<file path="config.mk">
export PLATFORM = sky130hd
export DESIGN_NAME = spectrum_segment_bit_unpacker_core_flat
export DESIGN_NICKNAME = d
export VERILOG_FILES = /design/src/rtl/core/ssbu_pkg.sv /design/src/rtl/core/ssbu_channels.sv /design/src/rtl/core/ssbu_byte_queue.sv /design/src/rtl/core/ssbu_bit_engine.sv /design/src/rtl/core/spectrum_segment_bit_unpacker_core.sv /design/src/flat_wrapper.sv
export SDC_FILE = /design/constraint.sdc
export NUM_CORES = 1
export LEC_CHECK = 0
export BUFFER_PORTS_ARGS = -buffer_cell sky130_fd_sc_hd__buf_4
export CORE_ASPECT_RATIO = 1.25
export CORE_MARGIN = 3
export CORE_UTILIZATION = 55
export DETAILED_ROUTE_END_ITERATION = 7
export HOLD_SLACK_MARGIN = 0.08
export PLACE_DENSITY = 0.76
export SKIP_CTS_REPAIR_TIMING = 1
export SYNTH_ARGS = -nofsm -noshare
export SYNTH_HDL_FRONTEND = slang
export SYNTH_SLANG_ARGS = --single-unit
</file>
<file path="constraint.sdc">
create_clock -name clk -period 4.6 [get_ports clk]
set_input_delay 0.92 -clock clk [delete_from_list [all_inputs] [get_ports clk]]
set_output_delay 0.92 -clock clk [all_outputs]
set_load 0.01 [all_outputs]
</file>
<file path="src/rtl/core/ssbu_pkg.sv">
// shared types and constants for the spectrum segment bit unpacker
`timescale 1ns / 1ps
`default_nettype none

package ssbu_pkg;

  // field widths
  localparam int unsigned BYTE_W   = 8;
  localparam int unsigned SUM_W    = 32;
  localparam int unsigned CNT_W    = 7;
  localparam int unsigned WID_W    = 5;
  localparam int unsigned TOTAL_W  = 13;
  localparam int unsigned HDR_W    = 12;
  localparam int unsigned HCNT_W   = 4;
  localparam int unsigned BITS_W   = 4;

  // segment header length in bits
  localparam logic [HCNT_W-1:0] HDR_BITS = 4'd12;

  // saturation limit of the decoded sample count
  localparam logic [TOTAL_W-1:0] CNT_MAX = 13'h1FFF;

  // spectrum length after reset
  localparam logic [TOTAL_W-1:0] LEN_RESET = 13'd2048;

  // bits in one input byte
  localparam logic [BITS_W-1:0] BYTE_BITS = 4'd8;

  // one queued input request
  typedef struct packed {
    logic [BYTE_W-1:0] data_byte;
    logic              first_byte;
  } byte_req_t;

endpackage

`default_nettype wire

</file>
<file path="src/rtl/core/ssbu_channels.sv">
// valid/ready channel interfaces of the spectrum segment bit unpacker
`timescale 1ns / 1ps
`default_nettype none

// compressed byte requests
interface ssbu_in_if;
  logic       valid;
  logic       ready;
  logic [7:0] data_byte;
  logic       first_byte;

  modport source (output valid, data_byte, first_byte, input ready);
  modport sink   (input valid, data_byte, first_byte, output ready);
endinterface

// decoded result requests
interface ssbu_out_if;
  logic               valid;
  logic               ready;
  logic signed [31:0] sample;
  logic [6:0]         repeat_count;
  logic [12:0]        decoded_total;
  logic               last;

  modport source (output valid, sample, repeat_count, decoded_total, last, input ready);
  modport sink   (input valid, sample, repeat_count, decoded_total, last, output ready);
endinterface

// spectrum length register writes
interface ssbu_cfg_if;
  logic        valid;
  logic        ready;
  logic [12:0] spectrum_length;

  modport source (output valid, spectrum_length, input ready);
  modport sink   (input valid, spectrum_length, output ready);
endinterface

`default_nettype wire

</file>
<file path="src/rtl/core/ssbu_byte_queue.sv">
// front end: accepts byte requests into a short queue
`timescale 1ns / 1ps
`default_nettype none

module ssbu_byte_queue #(
  parameter int unsigned DEPTH = 4
) (
  input  wire logic                clk,
  input  wire logic                rst,
  ssbu_in_if.sink                  req,
  output      logic                head_valid,
  output      ssbu_pkg::byte_req_t head,
  input  wire logic                head_pop
);

  localparam int unsigned AW = (DEPTH > 1) ? $clog2(DEPTH) : 1;
  localparam int unsigned CW = $clog2(DEPTH + 1);
  localparam logic [AW-1:0] LAST_PTR = AW'(DEPTH - 1);
  localparam logic [CW-1:0] FULL_CNT = CW'(DEPTH);

  ssbu_pkg::byte_req_t mem [DEPTH];
  logic [AW-1:0] wr_ptr;
  logic [AW-1:0] rd_ptr;
  logic [CW-1:0] fill;
  logic          push;
  logic          pop;

  // handshake
  assign req.ready  = (fill != FULL_CNT);
  assign push       = req.valid && req.ready;
  assign head_valid = (fill != '0);
  assign pop        = head_pop && head_valid;
  assign head       = mem[rd_ptr];

  // storage write
  always_ff @(posedge clk) begin
    if (push) begin
      mem[wr_ptr] <= '{data_byte: req.data_byte, first_byte: req.first_byte};
    end
  end

  // pointers and fill level
  always_ff @(posedge clk) begin
    if (rst) begin
      wr_ptr <= '0;
      rd_ptr <= '0;
      fill   <= '0;
    end else begin
      if (push) begin
        wr_ptr <= (wr_ptr == LAST_PTR) ? '0 : wr_ptr + AW'(1);
      end
      if (pop) begin
        rd_ptr <= (rd_ptr == LAST_PTR) ? '0 : rd_ptr + AW'(1);
      end
      if (push && !pop) begin
        fill <= fill + CW'(1);
      end else if (pop && !push) begin
        fill <= fill - CW'(1);
      end
    end
  end

endmodule

`default_nettype wire

</file>
<file path="src/rtl/core/ssbu_bit_engine.sv">
// back end: walks the bit stream one bit a cycle while the result slot is free, and emits results
`timescale 1ns / 1ps
`default_nettype none

module ssbu_bit_engine (
  input  wire logic                clk,
  input  wire logic                rst,
  input  wire logic [12:0]         spectrum_length,
  input  wire logic                head_valid,
  input  wire ssbu_pkg::byte_req_t head,
  output      logic                head_pop,
  ssbu_out_if.source               res
);

  // current byte
  logic [ssbu_pkg::BYTE_W-1:0]  cur_byte;
  logic [ssbu_pkg::BITS_W-1:0]  bits_left;

  // decoder state
  logic [ssbu_pkg::HDR_W-1:0]   header_bits, header_bits_next;
  logic [ssbu_pkg::HCNT_W-1:0]  header_bit_count, header_bit_count_next;
  logic [ssbu_pkg::CNT_W-1:0]   segment_remaining, segment_remaining_next;
  logic [ssbu_pkg::WID_W-1:0]   value_width, value_width_next;
  logic [ssbu_pkg::SUM_W-1:0]   value_shift, value_shift_next;
  logic [ssbu_pkg::WID_W-1:0]   value_bit_count, value_bit_count_next;
  logic [ssbu_pkg::SUM_W-1:0]   running_sum, running_sum_next;
  logic [ssbu_pkg::TOTAL_W-1:0] sample_count, sample_count_next;
  logic                         finished, finished_next;

  // per-bit decode
  logic                         step;
  logic                         load;
  logic                         bit_in;
  logic                         in_values;
  logic                         emit;
  logic [ssbu_pkg::CNT_W-1:0]   emit_rep;
  logic [ssbu_pkg::CNT_W-1:0]   add_n;
  logic [ssbu_pkg::TOTAL_W:0]   count_sum;
  logic [ssbu_pkg::WID_W-1:0]   vbc_inc;
  logic [ssbu_pkg::HCNT_W-1:0]  hcnt_inc;
  logic [ssbu_pkg::HDR_W-1:0]   hdr_shifted;

  // a bit moves when one is held and the result slot is free
  assign step     = (bits_left != '0) && (!res.valid || res.ready);
  assign load     = head_valid &&
                    ((bits_left == '0) || ((bits_left == ssbu_pkg::BITS_W'(1)) && step));
  assign head_pop = load;
  assign bit_in   = cur_byte[ssbu_pkg::BYTE_W-1];

  assign in_values   = (segment_remaining != '0) && (value_width != '0);
  assign vbc_inc     = value_bit_count + ssbu_pkg::WID_W'(1);
  assign hcnt_inc    = header_bit_count + ssbu_pkg::HCNT_W'(1);
  assign hdr_shifted = {header_bits[ssbu_pkg::HDR_W-2:0], bit_in};

  // saturating sample count
  always_comb begin
    count_sum = {1'b0, sample_count} + {{(ssbu_pkg::TOTAL_W + 1 - ssbu_pkg::CNT_W){1'b0}}, add_n};
    if (count_sum > {1'b0, ssbu_pkg::CNT_MAX}) begin
      sample_count_next = ssbu_pkg::CNT_MAX;
    end else begin
      sample_count_next = count_sum[ssbu_pkg::TOTAL_W-1:0];
    end
  end

  // next state of one bit
  always_comb begin
    header_bits_next       = header_bits;
    header_bit_count_next  = header_bit_count;
    segment_remaining_next = segment_remaining;
    value_width_next       = value_width;
    value_shift_next       = value_shift;
    value_bit_count_next   = value_bit_count;
    running_sum_next       = running_sum;
    finished_next          = finished;
    add_n                  = '0;
    emit                   = 1'b0;
    emit_rep               = ssbu_pkg::CNT_W'(1);
    priority if (finished) begin
      // rest of the stream is ignored
    end else if (!in_values && (header_bit_count == '0) &&
                 (sample_count >= spectrum_length)) begin
      finished_next = 1'b1;
    end else if (in_values) begin
      if (value_bit_count == '0) begin
        value_shift_next = {ssbu_pkg::SUM_W{bit_in}};
      end else begin
        value_shift_next = {value_shift[ssbu_pkg::SUM_W-2:0], bit_in};
      end
      value_bit_count_next = vbc_inc;
      if (vbc_inc >= value_width) begin
        value_bit_count_next   = '0;
        running_sum_next       = running_sum + value_shift_next;
        add_n                  = ssbu_pkg::CNT_W'(1);
        segment_remaining_next = segment_remaining - ssbu_pkg::CNT_W'(1);
        emit                   = 1'b1;
      end
    end else begin
      header_bits_next      = hdr_shifted;
      header_bit_count_next = hcnt_inc;
      if (hcnt_inc >= ssbu_pkg::HDR_BITS) begin
        header_bits_next      = '0;
        header_bit_count_next = '0;
        value_bit_count_next  = '0;
        value_shift_next      = '0;
        value_width_next      = hdr_shifted[ssbu_pkg::WID_W-1:0];
        if (hdr_shifted[ssbu_pkg::WID_W-1:0] == '0) begin
          segment_remaining_next = '0;
          if (hdr_shifted[ssbu_pkg::HDR_W-1:ssbu_pkg::WID_W] != '0) begin
            add_n    = hdr_shifted[ssbu_pkg::HDR_W-1:ssbu_pkg::WID_W];
            emit     = 1'b1;
            emit_rep = hdr_shifted[ssbu_pkg::HDR_W-1:ssbu_pkg::WID_W];
          end
        end else begin
          segment_remaining_next = hdr_shifted[ssbu_pkg::HDR_W-1:ssbu_pkg::WID_W];
        end
      end
    end
  end

  // byte shifter
  always_ff @(posedge clk) begin
    if (rst) begin
      bits_left <= '0;
    end else if (load) begin
      bits_left <= ssbu_pkg::BYTE_BITS;
    end else if (step) begin
      bits_left <= bits_left - ssbu_pkg::BITS_W'(1);
    end
  end

  always_ff @(posedge clk) begin
    if (load) begin
      cur_byte <= head.data_byte;
    end else if (step) begin
      cur_byte <= {cur_byte[ssbu_pkg::BYTE_W-2:0], 1'b0};
    end
  end

  // decoder state, restart on a first byte
  always_ff @(posedge clk) begin
    if (rst || (load && head.first_byte)) begin
      header_bits       <= '0;
      header_bit_count  <= '0;
      segment_remaining <= '0;
      value_width       <= '0;
      value_shift       <= '0;
      value_bit_count   <= '0;
      running_sum       <= '0;
      sample_count      <= '0;
      finished          <= 1'b0;
    end else if (step) begin
      header_bits       <= header_bits_next;
      header_bit_count  <= header_bit_count_next;
      segment_remaining <= segment_remaining_next;
      value_width       <= value_width_next;
      value_shift       <= value_shift_next;
      value_bit_count   <= value_bit_count_next;
      running_sum       <= running_sum_next;
      sample_count      <= sample_count_next;
      finished          <= finished_next;
    end
  end

  // result output register
  always_ff @(posedge clk) begin
    if (rst) begin
      res.valid <= 1'b0;
    end else if (step && emit) begin
      res.valid <= 1'b1;
    end else if (res.ready) begin
      res.valid <= 1'b0;
    end
  end

  always_ff @(posedge clk) begin
    if (step && emit) begin
      res.sample        <= $signed(running_sum_next);
      res.repeat_count  <= emit_rep;
      res.decoded_total <= sample_count_next;
      res.last          <= (sample_count_next >= spectrum_length);
    end
  end

endmodule

`default_nettype wire

</file>
<file path="src/rtl/core/spectrum_segment_bit_unpacker_core.sv">
// Spectrum segment bit unpacker: takes compressed bytes, MSB first, and decodes
// 12-bit segment headers (7-bit count, 5-bit width) followed by signed deltas
// that build a 32-bit wrapping running sum; each result is one sample, or one
// run item for a zero-width segment. The bit decoder takes one bit a cycle,
// each bit giving at most one result; a result held on the output stalls the
// decoder, while the QUEUE_DEPTH-entry byte queue in front keeps taking bytes.
// first_byte restarts decoding at that byte. The user must write the
// spectrum_length register via the cfg channel only when idle; not enforced.
`timescale 1ns / 1ps
`default_nettype none

module spectrum_segment_bit_unpacker_core #(
  parameter int unsigned QUEUE_DEPTH = 4
) (
  input  wire logic  clk,
  input  wire logic  rst,
  ssbu_in_if.sink    byte_in,
  ssbu_out_if.source result_out,
  ssbu_cfg_if.sink   cfg
);

  logic [ssbu_pkg::TOTAL_W-1:0] spectrum_length;
  logic                         head_valid;
  logic                         head_pop;
  ssbu_pkg::byte_req_t          head;

  // length register, always writable
  assign cfg.ready = 1'b1;

  always_ff @(posedge clk) begin
    if (rst) begin
      spectrum_length <= ssbu_pkg::LEN_RESET;
    end else if (cfg.valid && cfg.ready) begin
      spectrum_length <= cfg.spectrum_length;
    end
  end

  // front end
  ssbu_byte_queue #(
    .DEPTH (QUEUE_DEPTH)
  ) u_queue (
    .clk        (clk),
    .rst        (rst),
    .req        (byte_in),
    .head_valid (head_valid),
    .head       (head),
    .head_pop   (head_pop)
  );

  // back end
  ssbu_bit_engine u_engine (
    .clk             (clk),
    .rst             (rst),
    .spectrum_length (spectrum_length),
    .head_valid      (head_valid),
    .head            (head),
    .head_pop        (head_pop),
    .res             (result_out)
  );

endmodule

`default_nettype wire

</file>
<file path="src/flat_wrapper.sv">
// flat-port wrapper written by rule: the top's interface ports become plain ports
module spectrum_segment_bit_unpacker_core_flat 
#(
  parameter int unsigned QUEUE_DEPTH = 4
)
  (clk, rst, byte_in_valid, byte_in_data_byte, byte_in_first_byte, byte_in_ready, result_out_valid, result_out_sample, result_out_repeat_count, result_out_decoded_total, result_out_last, result_out_ready, cfg_valid, cfg_spectrum_length, cfg_ready);
  ssbu_in_if byte_in_i ();
  ssbu_out_if result_out_i ();
  ssbu_cfg_if cfg_i ();
  input  wire logic clk;
  input  wire logic rst;
  input wire logic [$bits(byte_in_i.valid)-1:0] byte_in_valid;
  input wire logic [$bits(byte_in_i.data_byte)-1:0] byte_in_data_byte;
  input wire logic [$bits(byte_in_i.first_byte)-1:0] byte_in_first_byte;
  output wire logic [$bits(byte_in_i.ready)-1:0] byte_in_ready;
  output wire logic [$bits(result_out_i.valid)-1:0] result_out_valid;
  output wire logic [$bits(result_out_i.sample)-1:0] result_out_sample;
  output wire logic [$bits(result_out_i.repeat_count)-1:0] result_out_repeat_count;
  output wire logic [$bits(result_out_i.decoded_total)-1:0] result_out_decoded_total;
  output wire logic [$bits(result_out_i.last)-1:0] result_out_last;
  input wire logic [$bits(result_out_i.ready)-1:0] result_out_ready;
  input wire logic [$bits(cfg_i.valid)-1:0] cfg_valid;
  input wire logic [$bits(cfg_i.spectrum_length)-1:0] cfg_spectrum_length;
  output wire logic [$bits(cfg_i.ready)-1:0] cfg_ready;
  assign byte_in_i.valid = byte_in_valid;
  assign byte_in_i.data_byte = byte_in_data_byte;
  assign byte_in_i.first_byte = byte_in_first_byte;
  assign byte_in_ready = byte_in_i.ready;
  assign result_out_valid = result_out_i.valid;
  assign result_out_sample = result_out_i.sample;
  assign result_out_repeat_count = result_out_i.repeat_count;
  assign result_out_decoded_total = result_out_i.decoded_total;
  assign result_out_last = result_out_i.last;
  assign result_out_i.ready = result_out_ready;
  assign cfg_i.valid = cfg_valid;
  assign cfg_i.spectrum_length = cfg_spectrum_length;
  assign cfg_ready = cfg_i.ready;
  spectrum_segment_bit_unpacker_core #(.QUEUE_DEPTH(QUEUE_DEPTH)) u_core (.clk(clk), .rst(rst), .byte_in(byte_in_i), .result_out(result_out_i), .cfg(cfg_i));
endmodule
</file>
==> results.py, run 1 <==
metrics = {
    "synth": {
        "syn_inst": 1259,
        "yosys_warnings": 0,
        "ys.flop_type": "dfxtp_1",
        "synth_edf_count": 97,
        "ys_ff_latch": 233,
        "avgSynthCellArea_um2": 9.76,
        "ys_async_sr_fraction": 0,
        "yosysUniqueCellTypes": 85,
        "seq_area_frac_synth": 0.459,
        "syn-cell-area_um2": 12300,
        "syn-num-nets": 1372,
    },
    "clock_tree": {
        "cts_tree": "built",
        "cts_buffers": 23,
        "clock_tree.buffer_depth": 3,
        "root_buffer": "clkbuf_16",
        "cts.clk_slew.worst_paths_ns": 0.07,
        "cts_max_level": 1,
        "clock-sinks": 233,
        "clk_latency_ns": 0.52,
    },
    "layout": {
        "syn2layout_area_growth_pct": 15.4,
        "antennaDiodeCount": 0,
        "design_area_um2": 14200,
        "fin_util": 0.651,
        "drive_above_1_share": 0.171,
        "layout.nets": 1457,
    },
    "critical_path": {
        "slowest_delay_ns": 0.32,
        "reg2reg_depth": 25,
        "reg2reg_from": "u_core.u_engine.segment_remaining[0]",
        "arrival_ns": 4.82,
        "worst-path-buf-inv": 2,
        "worst-path-max-fanout": 5,
        "crit_path_end_kind": "register",
        "cp_top_family": "compound AO/OA/AOI/OAI gates",
        "r2r-end": "u_core.u_engine.res.last",
        "critPathKind": "register to register",
        "slowest_stage": "dfxtp_1",
        "start_kind": "register",
        "worstPathRequired_ns": 4.87,
        "rrSetupSlack_ns": 0.06,
    },
    "global_routing": {
        "grt-ovfl-total": 0,
        "track_usage": 0.217,
        "antenna_found_initial": 0,
        "grt_pass1_vias": 9330,
        "grt_first_pass_wirelength_um": 45100,
        "grt_max_degree": 92,
    },
    "sta": {
        "slew_headroom": 0.495,
        "skew_ns": 0.0116,
        "tightest_slew_ns": 0.749,
        "finalMaxSlewViolations": 0,
        "finalCritPeriodShare": 0.987,
        "hold_violations": 0,
        "finalWorstSetupSlack_ns": 0.0579,
        "rsz0062_at_grt": "yes",
        "min_period_ns": 4.54,
        "setup_violations": 0,
        "setup_tns_ns": 0,
        "fmax_mhz": 220,
    },
    "placement": {
        "portBuffers": 81,
        "place_congestion": 0.830,
        "dpl_worst_slack_ns": -0.0573,
        "place_area_um2": 13200,
        "hpwl_um": 18500,
    },
    "routing": {
        "first_pass_iters": 5,
        "detail_route.wl_per_cell_um": 16.6,
        "vias_per_cell": 5.84,
        "via_count": 9580,
        "totalWireLength_um": 27300,
        "ant_nets": 0,
        "drc": 0,
        "drt_iter0_drc": 545,
    },
    "die": {
        "die_x_um": 140,
        "dieHeight_um": 173,
        "core_um2": 21800,
        "die-area_um2": 24200,
        "num_io_pins": 83,
        "initial_utilization": 0.564,
        "rows": 60,
    },
    "power_and_ir_drop": {
        "p_per_area_nw_per_um2": 520,
        "peakVddDrop_mv": 0.440,
        "p_leak_nw": 5.97,
    },
    "worst_hold_path": {
        "hold_end": "u_core.u_engine.running_sum[2]",
        "hp-start": "u_core.u_engine.running_sum[2]",
        "min_path_type": "register to register",
        "worstHoldPathCells": 2,
    },
    "job": {
        "maxCapViolCount": 0,
    },
    "status": {
        "outcome": "finished, final reports clean",
    },
}
-- cells by family after synthesis --
family	count (synthesis)	synth area share
buffers and inverters	113	0.0416
other	1	0.000305
DFF	233	0.459
xor gates and xnor gates	44	0.0314
AOI/OAI and AO/OA	309	0.172
muxes	42	0.0445
adders and majority gates	86	0.0894
and+or+nand+nor	431	0.162
-- cell usage after synthesis, drive strengths merged (6+ instances only) --
library cell  instances  area (um^2)
a211oi               12         95.1
a21o                 47          354
a21oi                84          432
a22o                 14          123
a22oi                32          240
a311oi                7         61.3
a31oi                13         81.3
and2                 23          144
and3                 15         98.8
buf                  16         86.3
clkbuf               43          193
dfxtp               136         2720
edfxtp               97         2910
ha                   83         1040
inv                  53          199
mux2                 11          124
mux2i                22          220
mux4                  9          203
nand2               147          552
nand2b                7         43.8
nand3                18         90.1
nand4                 6         37.5
nor2                133          499
nor2b                 6         37.5
nor3                 40          216
nor4                  7         43.8
o21a                 11         82.6
o21ai                46          238
or3                   9         56.3
xnor2                24          210
xor2                 20          175
-- worst reg2reg max path, delay by kind of cell, from the launching register on --
kind                     cells  cell delay (ns)
flip-flops                   1             0.32
adder cells (fa/ha/maj)      3             0.65
AO/OA/AOI/OAI               12             1.95
AND/OR/NAND/NOR              8             1.16
buffers and inverters        2             0.21
-- through the flow --
step                instances  total power, W  hold slack, ns
floorplan                1259         0.00478           0.449
global placement         1591         0.00530           0.463
detailed placement       1591         0.00537           0.468
CTS                      1633         0.00736           0.478
global route             1640         0.00786           0.499
finish                   1640         0.00738           0.475
-- area by class of cell --
| type | count | area [um^2] |
|---|---|---|
| flip-flops and latches | 233 | 5640 |
| clock buffers | 25 | 593 |
| well taps | 279 | 349 |
| clock inverters | 17 | 191 |
| multi-input cells | 913 | 6290 |
| fillers | 1719 | 7590 |
| inverters | 53 | 199 |
| repair buffers | 120 | 913 |
-- report_power, final --
part	switching [W]	internal, W	leakage, nW
logic	0.00167	0.00112	3.53
clock network	0.000801	0.00116	0.387
registers	0.000198	0.00243	2.06
total	0.00267	0.00471	5.97
-- state kept, by name, summed over array words and instances, names as in the netlist, 7 cells and up, named ones only --
register                           cells
u_core.u_engine.running_sum           32
u_core.u_engine.res.repeat_count       7
u_core.spectrum_length                13
u_core.u_engine.segment_remaining      7
u_core.u_engine.res.decoded_total     13
u_core.u_engine.cur_byte               8
u_core.u_engine.value_shift           31
u_core.u_engine.header_bits           11
u_core.u_engine.res.sample            32
u_core.u_engine.sample_count          13
u_core.u_queue.mem                    36
-- layer usage --
layer	share of wire	GRT usage	routed length, um	up-vias
met5	0	0	0	-
met4	0.020	0.0481	535	0
met3	0.040	0.0263	1090	49
met2	0.52	0.400	14100	212
met1	0.42	0.273	11500	4608
li1	-	-	-	4711
-- worst max-delay path by stage --
stage               slack, ns                        to                                  from  depth (start not counted)
global route            -0.25  u_core.u_engine.res.last  u_core.u_engine.segment_remaining[0]                         25
floorplan                0.03  u_core.u_engine.res.last  u_core.u_engine.segment_remaining[0]                         25
global placement         0.06  u_core.u_engine.res.last    u_core.u_engine.value_bit_count[0]                         25
detailed placement      -0.06  u_core.u_engine.res.last    u_core.u_engine.value_bit_count[1]                         23
finish                   0.06  u_core.u_engine.res.last  u_core.u_engine.segment_remaining[0]                         25
CTS                     -0.12  u_core.u_engine.res.last    u_core.u_engine.value_bit_count[0]                         23
-- layout by cell type, fill, tap and decap left out, drive strengths merged, types with 7 or more instances in the layout --
cell type | netlist | final
nand2 | 147 | 147
dfxtp | 136 | 136
nor2 | 133 | 133
buf | 16 | 120
edfxtp | 97 | 97
a21oi | 84 | 84
ha | 83 | 83
inv | 53 | 55
a21o | 47 | 47
o21ai | 46 | 46
nor3 | 40 | 40
a22oi | 32 | 32
clkbuf | 43 | 25
xnor2 | 24 | 24
and2 | 23 | 23
mux2i | 22 | 22
xor2 | 20 | 20
nand3 | 18 | 18
and3 | 15 | 15
a22o | 14 | 14
a31oi | 13 | 13
a211oi | 12 | 12
mux2 | 11 | 11
o21a | 11 | 11
clkinv | 0 | 10
or3 | 9 | 9
mux4 | 9 | 9
nand2b | 7 | 7
a311oi | 7 | 7
nor4 | 7 | 7
Power figures use the tool's default switching activity.
==> run 2, diff against run 1 <==
--- a/config.mk
+++ b/config.mk
@@ -5,13 +5,13 @@
 export SDC_FILE = /design/constraint.sdc
 export NUM_CORES = 1
 export LEC_CHECK = 0
-export BUFFER_PORTS_ARGS = -buffer_cell sky130_fd_sc_hd__buf_4
 export CORE_ASPECT_RATIO = 1.25
 export CORE_MARGIN = 3
 export CORE_UTILIZATION = 55
 export DETAILED_ROUTE_END_ITERATION = 7
+export DONT_BUFFER_PORTS = 1
 export HOLD_SLACK_MARGIN = 0.08
-export PLACE_DENSITY = 0.76
+export PLACE_DENSITY = 0.73
 export SKIP_CTS_REPAIR_TIMING = 1
 export SYNTH_ARGS = -nofsm -noshare
 export SYNTH_HDL_FRONTEND = slang
==> run 2 against run 1 <==
Design area fell by 3.7%. Core utilization is 2.4 points lower. Clock power about the same. Largest cell class unchanged. Clock skew increased by 0.0022 ns. Hold slack worse by 0.0026 ns. Via count shrank 5.1%. Wire length down 3.6%. Non-clock buffer count fell by 75. Final cell count is 4.5% lower. Clock-buffer cell count grew 9. First-iteration DRC count down 14%.
==> results.py, run 2 (synthesis gave the netlist of run 1 again) <==
metrics = {
    "critical_path": {
        "rrSetupSlack_ns": 0.08,
        "worstPathRequired_ns": 4.85,
        "start_kind": "register",
        "worst-path-max-fanout": 5,
        "crit_path_end_kind": "register",
        "reg2reg_depth": 24,
        "reg2reg_from": "u_core.u_engine.segment_remaining[0]",
        "critPathKind": "register to register",
        "r2r-end": "u_core.u_engine.res.last",
        "arrival_ns": 4.77,
    },
    "layout": {
        "seq_area_um2": 5640,
        "design_area_um2": 13600,
        "largest_register": "u_core.u_queue.mem",
        "syn2layout_area_growth_pct": 11.1,
        "antennaDiodeCount": 0,
        "multi_input_area_um2": 6330,
        "largestRegisters": "u_core.u_queue.mem x36, u_core.u_engine.res.sample x32, u_core.u_engine.running_sum x32",
        "final_cell_mix": "145 x nand2_1, 132 x dfxtp_1, 130 x nor2_1",
        "final_common_cell": "nand2_1",
        "layout.nets": 1383,
        "finalNonFillerCells": 1567,
        "fillers": 1789,
        "largest_reg_flops": 36,
        "drive_above_1_share": 0.127,
    },
    "clock_tree": {
        "clock_tree.buffer_depth": 3,
        "cts_buffers": 24,
        "root_buffer": "clkbuf_16",
        "clk_latency_ns": 0.51,
        "cts.clk_slew.worst_paths_ns": 0.06,
        "cts_tree": "built",
        "cts_max_level": 1,
        "clock-sinks": 233,
    },
    "worst_hold_path": {
        "min_path_type": "register to register",
        "worstHoldPathCells": 2,
        "hp-start": "u_core.u_queue.rd_ptr[1]",
    },
    "sta": {
        "finalMaxSlewViolations": 0,
        "fmax_mhz": 221,
        "slew_headroom": 0.387,
        "rsz0062_at_grt": "yes",
        "min_period_ns": 4.52,
        "setup_violations": 0,
        "finalWorstSetupSlack_ns": 0.0790,
        "finalCritPeriodShare": 0.983,
        "skew_ns": 0.0138,
        "hold_violations": 0,
        "tightest_slew_ns": 0.916,
    },
    "power_and_ir_drop": {
        "p_leak_nw": 5.60,
        "power_frac_clock": 0.264,
        "p_int_w": 0.00470,
        "p_sw_w": 0.00263,
        "p_seq_frac": 0.358,
        "switching_share": 0.359,
        "peakVddDrop_mv": 0.390,
        "p_per_area_nw_per_um2": 537,
        "p_comb_frac": 0.379,
    },
    "status": {
        "outcome": "finished, final reports clean",
    },
    "global_routing": {
        "grt_max_degree": 66,
        "grt_first_pass_wirelength_um": 43500,
        "track_usage": 0.212,
        "grt_pass1_vias": 8955,
        "grt-ovfl-total": 0,
        "antenna_found_initial": 0,
    },
    "routing": {
        "vias_per_cell": 5.80,
        "ant_nets": 0,
        "totalWireLength_um": 26300,
        "first_pass_iters": 5,
        "drt_iter0_drc": 470,
        "detail_route.wl_per_cell_um": 16.8,
        "drc": 0,
        "via_count": 9089,
    },
    "die": {
        "rows": 60,
        "num_io_pins": 83,
        "die-area_um2": 24200,
        "die_x_um": 140,
        "core_um2": 21800,
        "initial_utilization": 0.564,
        "dieHeight_um": 173,
    },
    "placement": {
        "place_congestion": 0.841,
        "placedCellCount": 1512,
        "place_area_um2": 12600,
        "portBuffers": 0,
        "hpwl_um": 18100,
        "dpl_worst_slack_ns": -0.0685,
    },
    "job": {
        "maxCapViolCount": 0,
    },
}
[run 2: cell type report]
cell class	instances	share of cell area
clock buffer	34	0.0498
clock inverter	10	0.00798
inverter	53	0.0146
multi-input combinational	913	0.464
sequential	233	0.413
tap	279	0.0256
timing repair buffer	45	0.0250
[run 2: worst max-delay path by stage]
| stage | depth (start not counted) | end | start |
|---|---|---|---|
| after floorplan | 25 | u_core.u_engine.res.last | u_core.u_engine.segment_remaining[0] |
| after global routing | 24 | u_core.u_engine.res.last | u_core.u_engine.segment_remaining[0] |
| after detailed placement | 23 | u_core.u_engine.res.last | u_core.u_engine.value_bit_count[0] |
| final | 24 | u_core.u_engine.res.last | u_core.u_engine.segment_remaining[0] |
| after global placement | 23 | u_core.u_engine.res.last | u_core.u_engine.value_bit_count[0] |
| after CTS | 23 | u_core.u_engine.res.last | u_core.u_engine.value_bit_count[0] |
[run 2: worst max-delay path, cell delays in order, from the launching register on]
cell and delay [ns]:
dfxtp_2 0.34, inv_2 0.07, ha_4 0.13, nor3b_4 0.22, nand2_2 0.10, o21ai_2 0.18
nand3_2 0.15, nor3_4 0.30, and2_4 0.21, ha_4 0.18, a21o_1 0.19, a21oi_2 0.15
nor2b_1 0.07, o21ai_2 0.17, a21o_1 0.20, nor3_4 0.06, nor2_2 0.13, ha_1 0.26
a31oi_2 0.21, a21boi_1 0.08, o21a_1 0.20, o2111ai_2 0.22, a21boi_2 0.08, o31ai_1 0.25
a21oi_1 0.10
[run 2: routing by layer]
metal / wire [um] / vias up / global-route usage
met5: 0 / - / 0
met4: 446 / 0 / 0.0464
met3: 1080 / 33 / 0.0335
met2: 13400 / 179 / 0.381
met1: 11300 / 4294 / 0.269
li1: - / 4583 / -
[run 2: power groups by stage]
stage | Sequential (W) | Combinational [W] | Clock, W
finish | 0.00262 | 0.00277 | 0.00193
global route | 0.00265 | 0.00311 | 0.00206
CTS | 0.00262 | 0.00271 | 0.00197
detailed placement | 0.00266 | 0.00269 | 0
global placement | 0.00266 | 0.00264 | 0
floorplan | 0.00258 | 0.00219 | 0
[run 2: metrics by stage]
stage	utilization	TNS, ns	power, W	hold WS, ns
final	0.627	0	0.00733	0.473
after global routing	0.627	-0.222	0.00782	0.454
after CTS	0.615	-0.155	0.00731	0.457
after detailed placement	0.579	-0.0685	0.00536	0.464
after global placement	0.579	0	0.00530	0.458
after floorplan	-	0	0.00478	0.449
==> run 3, diff against run 2 <==
--- a/config.mk
+++ b/config.mk
@@ -5,14 +5,17 @@
 export SDC_FILE = /design/constraint.sdc
 export NUM_CORES = 1
 export LEC_CHECK = 0
+export CELL_PAD_IN_SITES_DETAIL_PLACEMENT = 0
+export CELL_PAD_IN_SITES_GLOBAL_PLACEMENT = 2
 export CORE_ASPECT_RATIO = 1.25
 export CORE_MARGIN = 3
-export CORE_UTILIZATION = 55
+export CORE_UTILIZATION = 41
 export DETAILED_ROUTE_END_ITERATION = 7
 export DONT_BUFFER_PORTS = 1
 export HOLD_SLACK_MARGIN = 0.08
-export PLACE_DENSITY = 0.73
+export PLACE_DENSITY = 0.8
 export SKIP_CTS_REPAIR_TIMING = 1
 export SYNTH_ARGS = -nofsm -noshare
 export SYNTH_HDL_FRONTEND = slang
+export SYNTH_HIERARCHICAL = 1
 export SYNTH_SLANG_ARGS = --single-unit
==> constraint.sdc (replaced) <==
create_clock -name clk -period 4.8 [get_ports clk]
set_input_delay 0.96 -clock clk [delete_from_list [all_inputs] [get_ports clk]]
set_output_delay 0.96 -clock clk [all_outputs]
set_load 0.01 [all_outputs]
==> run 3 against run 2 <==
Global-route usage fell by 2.4 points. First-iteration DRC count grew 6.8%. Critical path depth down 3. Area after synthesis grew 2.2%. Wire length up 17%. Register-to-register slack better by 0.09 ns. Critical path type unchanged. Largest cell class unchanged. Highest routed layer unchanged.
==> results.py, run 3 <==
metrics = {
    "global_routing": {
        "grt_max_degree": 60,
        "grt_first_pass_wirelength_um": 50100,
        "antenna_found_initial": 0,
        "grt-ovfl-total": 0,
        "use_met3": 0.0313,
        "grt_util_met2": 0.340,
        "track_usage": 0.188,
        "grt-busiest-layer": "met2",
        "grt_pass1_vias": 9449,
        "grt_util_met1": 0.229,
    },
    "status": {
        "outcome": "finished, final reports clean",
    },
    "synth": {
        "synthAdderAreaFrac": 0.0885,
        "synth_compound_area_frac": 0.151,
        "synth_top_area_cell": "edfxtp_1",
        "synth_xor_area_frac": 0.0272,
        "syn_inst": 1307,
        "seq_area_frac_synth": 0.449,
        "yosys_warnings": 6,
        "yosysUniqueCellTypes": 81,
        "ys.flop_type": "dfxtp_1",
        "muxShareOfSynthArea": 0.0568,
        "synth_top_area_frac": 0.232,
        "ys_async_sr_fraction": 0,
        "ys_ff_latch": 233,
        "synth_top_family_by_area": "simple AND/OR/NAND/NOR gates",
        "syn-num-nets": 1421,
        "synth_common_cells": "161 x nand2_1, 136 x dfxtp_1, 107 x nor2_1",
        "syn-cell-area_um2": 12600,
        "synth_simple_gate_area_frac": 0.185,
        "synthMostInstantiatedCell": "nand2_1",
        "yosys-top-cells-area": "edfxtp_1 23%, dfxtp_1 22%, ha_1 8.4%",
        "synth_edf_count": 97,
        "avgSynthCellArea_um2": 9.60,
    },
    "sta": {
        "tightest_slew_ns": 1.15,
        "min_period_ns": 4.63,
        "finalMaxSlewViolations": 0,
        "hold_ws_ns": 0.462,
        "finalCritPeriodShare": 0.964,
        "skew_ns": 0.0201,
        "fmax_mhz": 216,
        "hold_violations": 0,
        "setup_violations": 0,
        "finalWorstSetupSlack_ns": 0.173,
        "slew_headroom": 0.234,
    },
    "critical_path": {
        "worstPathRequired_ns": 5.09,
        "worst-path-max-fanout": 8,
        "rrSetupSlack_ns": 0.17,
        "critPathKind": "register to register",
        "start_kind": "register",
        "arrival_ns": 4.92,
        "path_cells": "or3_4 > o32a_4 > or3_4 > nor2_4 > buf_6 > and2_1 > ha_1 > or2_2 > a21oi_2 > a211oi_4 > and3_4 > nor2_4 > ha_4 > nand2b_4 > a21o_1 > a21o_1 > a211oi_2 > o21bai_1 > a211oi_2 > o21a_1 > o21ai_0",
        "slowest_delay_ns": 0.38,
        "crit_path_end_kind": "register",
        "worst-path-buf-inv": 1,
        "slowest_stage": "or3_4",
        "cp_top_family": "simple AND/OR/NAND/NOR gates",
    },
    "layout": {
        "finalNonFillerCells": 1740,
        "final_cell_mix": "159 x nand2_1, 132 x dfxtp_1, 105 x nor2_1",
        "largestRegisters": "u_core/u_queue/mem x36, u_core/u_engine/res.sample x32, u_core/u_engine/running_sum x32",
        "design_area_um2": 14200,
        "final_common_cell": "nand2_1",
        "largest_reg_flops": 36,
        "largest_register": "u_core/u_queue/mem",
        "antennaDiodeCount": 0,
        "syn2layout_area_growth_pct": 12.8,
        "drive_above_1_share": 0.146,
        "fin_util": 0.470,
        "layout.nets": 1432,
    },
    "placement": {
        "portBuffers": 0,
        "hpwl_um": 21100,
        "dpl_worst_slack_ns": -0.161,
        "place_area_um2": 13100,
        "place_congestion": 0.822,
        "placedCellCount": 1685,
    },
    "die": {
        "rows": 71,
        "initial_utilization": 0.417,
        "dieHeight_um": 202,
        "die-area_um2": 32800,
        "num_io_pins": 83,
        "core_um2": 30100,
        "die_x_um": 163,
    },
    "routing": {
        "vias_per_cell": 5.43,
        "drc": 0,
        "totalWireLength_um": 30900,
        "detail_route.wl_per_cell_um": 17.7,
        "ant_nets": 0,
        "drt_iter0_drc": 502,
        "first_pass_iters": 5,
        "via_count": 9450,
    },
    "power_and_ir_drop": {
        "p_leak_nw": 5.65,
        "p_per_area_nw_per_um2": 476,
        "peakVddDrop_mv": 0.281,
    },
    "job": {
        "maxCapViolCount": 0,
    },
    "clock_tree": {
        "clock_tree.buffer_depth": 3,
        "cts_tree": "built",
        "cts_buffers": 27,
        "root_buffer": "clkbuf_16",
        "cts.clk_slew.worst_paths_ns": 0.06,
        "cts_max_level": 1,
        "clk_latency_ns": 0.56,
        "clock-sinks": 233,
    },
    "worst_hold_path": {
        "min_path_type": "input pin to register",
    },
}
[run 3: logic make-up (layout without fill, tap and decap cells)]
kind of cell	after synthesis	in the layout
AOI/OAI and AO/OA	292	292
buffers and inverters	118	150
muxes	57	57
and+or+nand+nor	480	480
xor gates and xnor gates	39	39
adders and majority gates	87	87
other	1	1
DFF	233	233
[run 3: final timing paths]
| path | start | endpoint | cells after the start |
|---|---|---|---|
| worst max-delay path | u_core/u_engine/segment_remaining[3] | u_core/u_engine/res.last | 21 |
| worst min-delay path | rst | u_core/u_queue/fill[2] | 1 |
| worst max register to register | u_core/u_engine/segment_remaining[3] | u_core/u_engine/res.last | 21 |
| worst min register to register | u_core/u_engine/running_sum[4] | u_core/u_engine/running_sum[4] | 2 |
[run 3: layer usage]
metal	vias up	routed length, um
met2	147	15600
met5	-	0
met3	41	1230
met4	0	617
li1	4709	-
met1	4553	13400
[run 3: cell type report]
cell class                      count  area, um^2
Fill cell                        2906       16000
Inverter                           50         188
Tap cell                          401         502
Multi-Input combinational cell    956        6550
Clock inverter                     16         141
Timing Repair Buffer               50         399
Clock buffer                       34         733
Sequential cell                   233        5650
[run 3: stage by stage]
stage                     setup TNS, ns  total power (W)
final                                 0          0.00674
after global routing            -0.0377          0.00720
after CTS                        -0.175          0.00679
after detailed placement         -0.161          0.00474
after global placement          -0.0733          0.00472
after floorplan                  -0.156          0.00410
[run 3: worst reg2reg max path, stage by stage (launching register included)]
cell and delay (ns):
dfxtp_2 0.32, or3_4 0.38, o32a_4 0.33, or3_4 0.35, nor2_4 0.14, buf_6 0.13, and2_1 0.12, ha_1 0.25
or2_2 0.30, a21oi_2 0.24, a211oi_4 0.07, and3_4 0.22, nor2_4 0.11, ha_4 0.21, nand2b_4 0.13, a21o_1 0.16
a21o_1 0.18, a211oi_2 0.19, o21bai_1 0.13, a211oi_2 0.19, o21a_1 0.14, o21ai_0 0.08
[run 3: power breakdown]
| part | switching [W] | leakage (nW) | internal [W] | total [W] |
|---|---|---|---|---|
| sequential | 0.000151 | 2.08 | 0.00229 | 0.00244 |
| clock | 0.000861 | 0.421 | 0.00115 | 0.00201 |
| combinational | 0.00142 | 3.15 | 0.000858 | 0.00228 |
| total | 0.00243 | 5.65 | 0.00430 | 0.00674 |
